**src/rtl/core/rba_pkg.sv**
```systemverilog
// types and constants shared by the replicated block allocator
`default_nettype none

package rba_pkg;

	localparam int CAP_W   = 9;
	localparam int CAP_MAX = 511;

	localparam logic CMD_ATTACH = 1'b0;
	localparam logic CMD_ALLOC  = 1'b1;

	localparam logic [1:0] STATUS_OK          = 2'd0;
	localparam logic [1:0] STATUS_ATTACH_FAIL = 2'd1;
	localparam logic [1:0] STATUS_NO_SPACE    = 2'd2;

	typedef struct packed {
		logic             cmd;
		logic [CAP_W-1:0] capacity;
	} rba_req_t;

	typedef struct packed {
		logic [1:0]  status;
		logic [2:0]  first_node;
		logic [7:0]  first_block;
		logic [2:0]  second_node;
		logic [7:0]  second_block;
		logic [11:0] free_total;
	} rba_rsp_t;

	typedef struct packed {
		logic [CAP_W-1:0] cap;
		logic [CAP_W-1:0] free;
	} node_ent_t;

	typedef struct packed {
		logic      found;
		node_ent_t ent;
	} rba_best_t;

	typedef enum logic [2:0] {
		ST_IDLE,
		ST_ATTACH,
		ST_SCAN_A,
		ST_SCAN_B,
		ST_WR_A,
		ST_WR_B
	} rba_state_t;

endpackage

`default_nettype wire

```
**src/rtl/core/replicated_block_allocator_top.sv**
```systemverilog
// replicated block allocator: sequencer, node table and shared most-free compare unit
//
// channel   direction  handshake          payload
// command   in         start, busy        req  (cmd, capacity)
// result    out        done (one cycle)   rsp  (status, nodes, blocks, free_total)
//
// attach: the ATTACH state sets done_d, and done is registered from it.
// allocate: two scans over the node table through one registered memory read port and one
// compare unit, then one write per copy (ST_WR_A, ST_WR_B); with no node free done comes
// after the first scan, with only one node free after the second scan.
// blocks in a node are handed out in order, so the lowest free block is capacity - free.
// reset clears the node count and free total; no clearing pass is needed.
// busy is high from accept until the cycle before done; results cannot be stalled.
`default_nettype none

module replicated_block_allocator_top #(
	parameter int MAX_NODES       = 8,
	parameter int BLOCKS_PER_NODE = 256
) (
	input  wire logic              clk,
	input  wire logic              arst_n,
	input  wire logic              start,
	output logic                   busy,
	input  wire rba_pkg::rba_req_t req,
	output logic                   done,
	output rba_pkg::rba_rsp_t      rsp
);

	localparam int NW = $clog2(MAX_NODES);
	localparam int CW = $clog2(MAX_NODES + 1);
	localparam int TW = $clog2(MAX_NODES * rba_pkg::CAP_MAX + 1);

	rba_pkg::rba_state_t state_q, state_d;

	logic [rba_pkg::CAP_W-1:0] cap_q;
	logic [CW-1:0]             count_q;
	logic [TW-1:0]             total_q, total_d;
	logic [CW-1:0]             iss_q;
	logic                      vld_s1;
	logic [NW-1:0]             idx_s1;
	logic [NW-1:0]             a_idx_q;
	rba_pkg::node_ent_t        a_ent_q;
	rba_pkg::rba_rsp_t         rsp_q, rsp_d;
	logic                      done_q, done_d;

	logic                      mem_we, mem_re;
	logic [NW-1:0]             mem_waddr, mem_raddr;
	rba_pkg::node_ent_t        mem_wdata, mem_rdata;

	logic                      pick_clr, skip_en;
	rba_pkg::rba_best_t        best;
	logic [NW-1:0]             best_idx;

	logic                      accept, scan_done, attach_ok;

	assign accept    = start && (state_q == rba_pkg::ST_IDLE);
	assign busy      = (state_q != rba_pkg::ST_IDLE);
	assign scan_done = (iss_q == count_q) && !vld_s1;
	assign attach_ok = (count_q != CW'(MAX_NODES)) && (cap_q != '0)
		&& (32'(cap_q) <= 32'(BLOCKS_PER_NODE));

	rba_node_mem #(
		.DEPTH (MAX_NODES),
		.AW    (NW)
	) u_mem (
		.clk   (clk),
		.we    (mem_we),
		.waddr (mem_waddr),
		.wdata (mem_wdata),
		.re    (mem_re),
		.raddr (mem_raddr),
		.rdata (mem_rdata)
	);

	rba_pick #(
		.NW (NW)
	) u_pick (
		.clk      (clk),
		.arst_n   (arst_n),
		.clr      (pick_clr),
		.vld      (vld_s1),
		.idx      (idx_s1),
		.ent      (mem_rdata),
		.skip_en  (skip_en),
		.skip_idx (a_idx_q),
		.best     (best),
		.best_idx (best_idx)
	);

	// next state
	always_comb begin
		state_d = state_q;
		unique case (state_q)
			rba_pkg::ST_IDLE: begin
				if (accept) begin
					state_d = (req.cmd == rba_pkg::CMD_ATTACH) ? rba_pkg::ST_ATTACH
						: rba_pkg::ST_SCAN_A;
				end
			end
			rba_pkg::ST_ATTACH: state_d = rba_pkg::ST_IDLE;
			rba_pkg::ST_SCAN_A: begin
				if (scan_done) begin
					state_d = best.found ? rba_pkg::ST_SCAN_B : rba_pkg::ST_IDLE;
				end
			end
			rba_pkg::ST_SCAN_B: begin
				if (scan_done) begin
					state_d = best.found ? rba_pkg::ST_WR_A : rba_pkg::ST_IDLE;
				end
			end
			rba_pkg::ST_WR_A: state_d = rba_pkg::ST_WR_B;
			rba_pkg::ST_WR_B: state_d = rba_pkg::ST_IDLE;
			default:          state_d = rba_pkg::ST_IDLE;
		endcase
	end

	// outputs of the sequencer
	always_comb begin
		mem_we    = 1'b0;
		mem_waddr = '0;
		mem_wdata = '0;
		mem_re    = 1'b0;
		mem_raddr = iss_q[NW-1:0];
		pick_clr  = 1'b0;
		skip_en   = 1'b0;
		done_d    = 1'b0;
		total_d   = total_q;
		rsp_d     = '0;
		unique case (state_q)
			rba_pkg::ST_IDLE: begin
				pick_clr = accept;
			end
			rba_pkg::ST_ATTACH: begin
				done_d = 1'b1;
				if (attach_ok) begin
					mem_we           = 1'b1;
					mem_waddr        = count_q[NW-1:0];
					mem_wdata.cap    = cap_q;
					mem_wdata.free   = cap_q;
					total_d          = total_q + TW'(cap_q);
					rsp_d.status     = rba_pkg::STATUS_OK;
					rsp_d.first_node = 3'(count_q);
				end else begin
					rsp_d.status = rba_pkg::STATUS_ATTACH_FAIL;
				end
			end
			rba_pkg::ST_SCAN_A: begin
				mem_re       = (iss_q != count_q);
				pick_clr     = scan_done;
				done_d       = scan_done && !best.found;
				rsp_d.status = rba_pkg::STATUS_NO_SPACE;
			end
			rba_pkg::ST_SCAN_B: begin
				mem_re       = (iss_q != count_q);
				skip_en      = 1'b1;
				done_d       = scan_done && !best.found;
				rsp_d.status = rba_pkg::STATUS_NO_SPACE;
			end
			rba_pkg::ST_WR_A: begin
				mem_we         = 1'b1;
				mem_waddr      = a_idx_q;
				mem_wdata.cap  = a_ent_q.cap;
				mem_wdata.free = a_ent_q.free - 1'b1;
			end
			rba_pkg::ST_WR_B: begin
				mem_we             = 1'b1;
				mem_waddr          = best_idx;
				mem_wdata.cap      = best.ent.cap;
				mem_wdata.free     = best.ent.free - 1'b1;
				done_d             = 1'b1;
				total_d            = total_q - TW'(2);
				rsp_d.status       = rba_pkg::STATUS_OK;
				rsp_d.first_node   = 3'(a_idx_q);
				rsp_d.first_block  = 8'(a_ent_q.cap - a_ent_q.free);
				rsp_d.second_node  = 3'(best_idx);
				rsp_d.second_block = 8'(best.ent.cap - best.ent.free);
			end
			default: begin
			end
		endcase
		rsp_d.free_total = 12'(total_d);
	end

	always_ff @(posedge clk or negedge arst_n) begin
		if (!arst_n) begin
			state_q <= rba_pkg::ST_IDLE;
			count_q <= '0;
			total_q <= '0;
			iss_q   <= '0;
			vld_s1  <= 1'b0;
			done_q  <= 1'b0;
		end else begin
			state_q <= state_d;
			total_q <= total_d;
			done_q  <= done_d;
			vld_s1  <= mem_re;
			if (pick_clr) begin
				iss_q <= '0;
			end else if (mem_re) begin
				iss_q <= iss_q + 1'b1;
			end
			if ((state_q == rba_pkg::ST_ATTACH) && attach_ok) begin
				count_q <= count_q + 1'b1;
			end
		end
	end

	always_ff @(posedge clk) begin
		idx_s1 <= mem_raddr;
		if (accept) begin
			cap_q <= req.capacity;
		end
		if ((state_q == rba_pkg::ST_SCAN_A) && scan_done) begin
			a_idx_q <= best_idx;
			a_ent_q <= best.ent;
		end
		if (done_d) begin
			rsp_q <= rsp_d;
		end
	end

	assign done = done_q;
	assign rsp  = rsp_q;

	a_done_after_work: assert property (@(posedge clk) disable iff (!arst_n)
		done |-> $past(state_q != rba_pkg::ST_IDLE))
		else $error("result without a command in progress");

	a_distinct_nodes: assert property (@(posedge clk) disable iff (!arst_n)
		(state_q == rba_pkg::ST_WR_B) |-> (a_idx_q != best_idx))
		else $error("both copies on the same node");

	a_nodes_have_room: assert property (@(posedge clk) disable iff (!arst_n)
		(state_q == rba_pkg::ST_WR_B) |-> (a_ent_q.free != '0) && (best.ent.free != '0))
		else $error("allocation from a full node");

	a_count_bound: assert property (@(posedge clk) disable iff (!arst_n)
		count_q <= CW'(MAX_NODES))
		else $error("node count overflow");

endmodule

`default_nettype wire

```
**src/rtl/core/rba_node_mem.sv**
```systemverilog
// node table memory: capacity and free count per node, registered read
`default_nettype none

module rba_node_mem #(
	parameter int DEPTH = 8,
	parameter int AW    = 3
) (
	input  wire logic              clk,
	input  wire logic              we,
	input  wire logic [AW-1:0]     waddr,
	input  wire rba_pkg::node_ent_t wdata,
	input  wire logic              re,
	input  wire logic [AW-1:0]     raddr,
	output rba_pkg::node_ent_t     rdata
);

	rba_pkg::node_ent_t mem_q [DEPTH];
	rba_pkg::node_ent_t rdata_q;

	always_ff @(posedge clk) begin
		if (we) begin
			mem_q[waddr] <= wdata;
		end
		if (re) begin
			rdata_q <= mem_q[raddr];
		end
	end

	assign rdata = rdata_q;

endmodule

`default_nettype wire

```
**src/rtl/core/rba_pick.sv**
```systemverilog
// shared compare unit: keeps the node with the most free blocks seen in a scan
`default_nettype none

module rba_pick #(
	parameter int NW = 3
) (
	input  wire logic               clk,
	input  wire logic               arst_n,
	input  wire logic               clr,
	input  wire logic               vld,
	input  wire logic [NW-1:0]      idx,
	input  wire rba_pkg::node_ent_t ent,
	input  wire logic               skip_en,
	input  wire logic [NW-1:0]      skip_idx,
	output rba_pkg::rba_best_t      best,
	output logic [NW-1:0]           best_idx
);

	rba_pkg::rba_best_t best_q;
	logic [NW-1:0]      best_idx_q;
	logic               take;

	// strict greater keeps the earliest node on ties and rejects full nodes
	assign take = vld && !(skip_en && (idx == skip_idx)) && (ent.free > best_q.ent.free);

	always_ff @(posedge clk or negedge arst_n) begin
		if (!arst_n) begin
			best_q     <= '0;
			best_idx_q <= '0;
		end else if (clr) begin
			best_q     <= '0;
			best_idx_q <= '0;
		end else if (take) begin
			best_q.found <= 1'b1;
			best_q.ent   <= ent;
			best_idx_q   <= idx;
		end
	end

	assign best     = best_q;
	assign best_idx = best_idx_q;

endmodule

`default_nettype wire

```
**config.mk**
```make
export PLATFORM = sky130hd
export DESIGN_NAME = replicated_block_allocator_top
export DESIGN_NICKNAME = d
export VERILOG_FILES = /design/src/rtl/core/rba_pkg.sv /design/src/rtl/core/replicated_block_allocator_top.sv /design/src/rtl/core/rba_node_mem.sv /design/src/rtl/core/rba_pick.sv
export SDC_FILE = /design/constraint.sdc
export NUM_CORES = 1
export LEC_CHECK = 0
export BUFFER_PORTS_ARGS = -buffer_cell sky130_fd_sc_hd__buf_2
export CAP_MARGIN = 25
export CORE_UTILIZATION = 41
export DETAILED_ROUTE_END_ITERATION = 12
export GPL_TIMING_DRIVEN = 0
export PLACE_DENSITY = 0.62
export SYNTH_ARGS = -nofsm -noshare
export SYNTH_HDL_FRONTEND = slang
export SYNTH_HIERARCHICAL = 1
export SYNTH_SLANG_ARGS = --single-unit
export TNS_END_PERCENT = 5
```
**constraint.sdc**
```tcl
create_clock -name clk -period 4.3 [get_ports clk]
set_input_delay 0.86 -clock clk [delete_from_list [all_inputs] [get_ports clk]]
set_output_delay 0.86 -clock clk [all_outputs]
set_load 0.05 [all_outputs]
```
==> flow_summary.json <==
{
  "pin_count": 51,
  "ctsHoldBuffers": 0,
  "powerDensity_nw_per_um2": 681,
  "n_antenna_cell": 0,
  "gp_congestion": 0.844,
  "hold_viol_final": 0,
  "drc": 0,
  "worstPathRequired_ps": 4570,
  "synth_warnings": 6,
  "ir_drop_mv": 0.360,
  "cts_setup_buffers": 0,
  "numCtsBuffers": 29,
  "via_count": 7044,
  "crit_path_start": "count_q[0]",
  "routed_via_density": 5.32,
  "cts_tree": "built",
  "rsz0062_at_grt": "no",
  "regToRegSetupSlack_ps": 850,
  "p_sw_mw": 3.34,
  "place_ws_ps": 671,
  "die_width_um": 175,
  "combPwrFrac_pct": 34.6,
  "clk_path_buf_depth": 3,
  "syn_nets": 871,
  "p_clk_share_pct": 26.4,
  "area_delta_synth_final_pct": 16.4,
  "grt_pass1_wl_um": 41200,
  "start_util_pct": 42.2,
  "grt_max_degree": 25,
  "nNetsFinal": 970,
  "drv_cap": 0,
  "avgSynthCellArea_um2": 15.0,
  "antenna_found_initial": 1,
  "setup_viol": 0,
  "r2r-start": "count_q[0]",
  "whs_ps": 301,
  "layout_common_cells": "edfxtp_1, buf_2, nand2b_1",
  "die_h_um": 175,
  "period_needed_ps": 3450,
  "status": "completed",
  "syn_inst": 818,
  "swShare_pct": 34.4,
  "arrival_ps": 3730,
  "firstDrtPassIters": 5,
  "relSlewSlack_pct": 28.3,
  "drive_gt1_share_pct": 18.8,
  "grt_use_total_pct": 17.8,
  "rows": 62,
  "cts-root-buf": "clkbuf_16",
  "io_buffers": 50,
  "hpwl_um": 19100,
  "fin_ws_ps": 846,
  "grt_pass1_vias": 7020,
  "syn-cell-area_um2": 12200,
  "final_common_cell": "edfxtp_1",
  "first_iter_violations": 594,
  "cts_resized": 0,
  "leakage_nw": 5.40,
  "clkTransAtPathRegs_ps": 60,
  "r2r_cells": 11,
  "wl_per_cell_um": 20.1,
  "fillers": 2514,
  "skew_ps": 14.8,
  "design.core.area_um2": 29000,
  "finalCritPeriodShare_pct": 80.3,
  "startpoint_type": "flop",
  "critPathMaxFanout": 10,
  "worst_slew_pin_slew_ps": 1060,
  "worstSetupPathType": "reg2reg",
  "timing.rr.end": "u_mem/mem_q[2][11]",
  "crit_path_end_kind": "flop",
  "h-tree-depth": 1,
  "p_seq_share_pct": 39.0,
  "die_area_um2": 30600,
  "clock-sinks": 267,
  "insertion_delay_ps": 560,
  "ant_nets": 0,
  "internal_power_mw": 6.37,
  "hp-class": "in2async",
  "slew_viol_final": 0,
  "fmax_mhz": 289,
  "globalRouteOverflowTotal": 0,
  "wl_um": 26600
}
sequential cells by signal, summed over array words and instances (netlist names), 4 cells and up:
| name | count |
|---|---|
| iss_q | 4 |
| u_pick/best | 18 |
| cap_q | 9 |
| u_mem/mem_q | 136 |
| a_ent_q | 17 |
| rsp | 36 |
| total_q | 12 |
| u_mem/rdata | 17 |
| count_q | 4 |
metal layers:
layer / GRT usage, % / vias to the layer above / wire length [µm] / part of all wire (%)
li1: - / 3324 / - / -
met1: 24.8 / 3509 / 12100 / 46
met2: 29.1 / 162 / 12600 / 47
met3: 2.15 / 49 / 1050 / 3.9
met4: 5.91 / 0 / 784 / 2.9
met5: 0 / - / 0 / 0
through the flow:
step	util (%)	std cells	power [mW]	TNS (ps)	cell area, µm²
after floorplan	-	818	6.28	0	12200
after global placement	44.7	1252	7.07	-71270	13000
after detailed placement	45.7	1268	7.20	0	13300
after CTS	49.1	1322	9.78	0	14200
after global routing	49.2	1324	10.2	0	14300
final	49.2	1324	9.72	0	14300
worst max-delay path by stage:
| stage | to | cells past startpoint |
|---|---|---|
| 2_1_floorplan | rsp[0] | 5 |
| 3_3_place_gp | rsp[14] | 5 |
| 3_5_place_dp | u_mem/mem_q[2][8] | 11 |
| 4_1_cts | u_mem/mem_q[2][8] | 11 |
| 5_1_grt | u_mem/mem_q[4][11] | 11 |
| 6_report | u_mem/mem_q[2][11] | 11 |
area by class of cell:
cell class | count | area (µm²) | share of cell area [%]
buffer | 34 | 233 | 1.63
clock buffer | 33 | 741 | 5.19
clock inverter | 21 | 253 | 1.77
inverter | 45 | 169 | 1.18
multi-input combinational | 472 | 4130 | 29.0
sequential | 267 | 7760 | 54.4
tap | 384 | 480 | 3.37
timing repair buffer | 68 | 498 | 3.49
power by group through the flow:
stage               Sequential, mW  Combinational, mW  Clock [mW]
global placement              3.87               3.20           0
detailed placement            3.84               3.37           0
floorplan                     4.14               2.14           0
finish                        3.79               3.36        2.56
CTS                           3.79               3.38        2.61
global route                  3.84               3.66        2.71
critical path, stage by stage, from the launching register on:
cell and delay (ps):
dfrtp_1 450, inv_1 140, ha_1 230, and3b_1 260, nor4_1 80, mux2_4 310, buf_6 170, a221oi_1 330
inv_1 110, nand2b_1 250, nor2_2 590, buf_8 230
No activity file was read; power rests on OpenSTA's default activity.
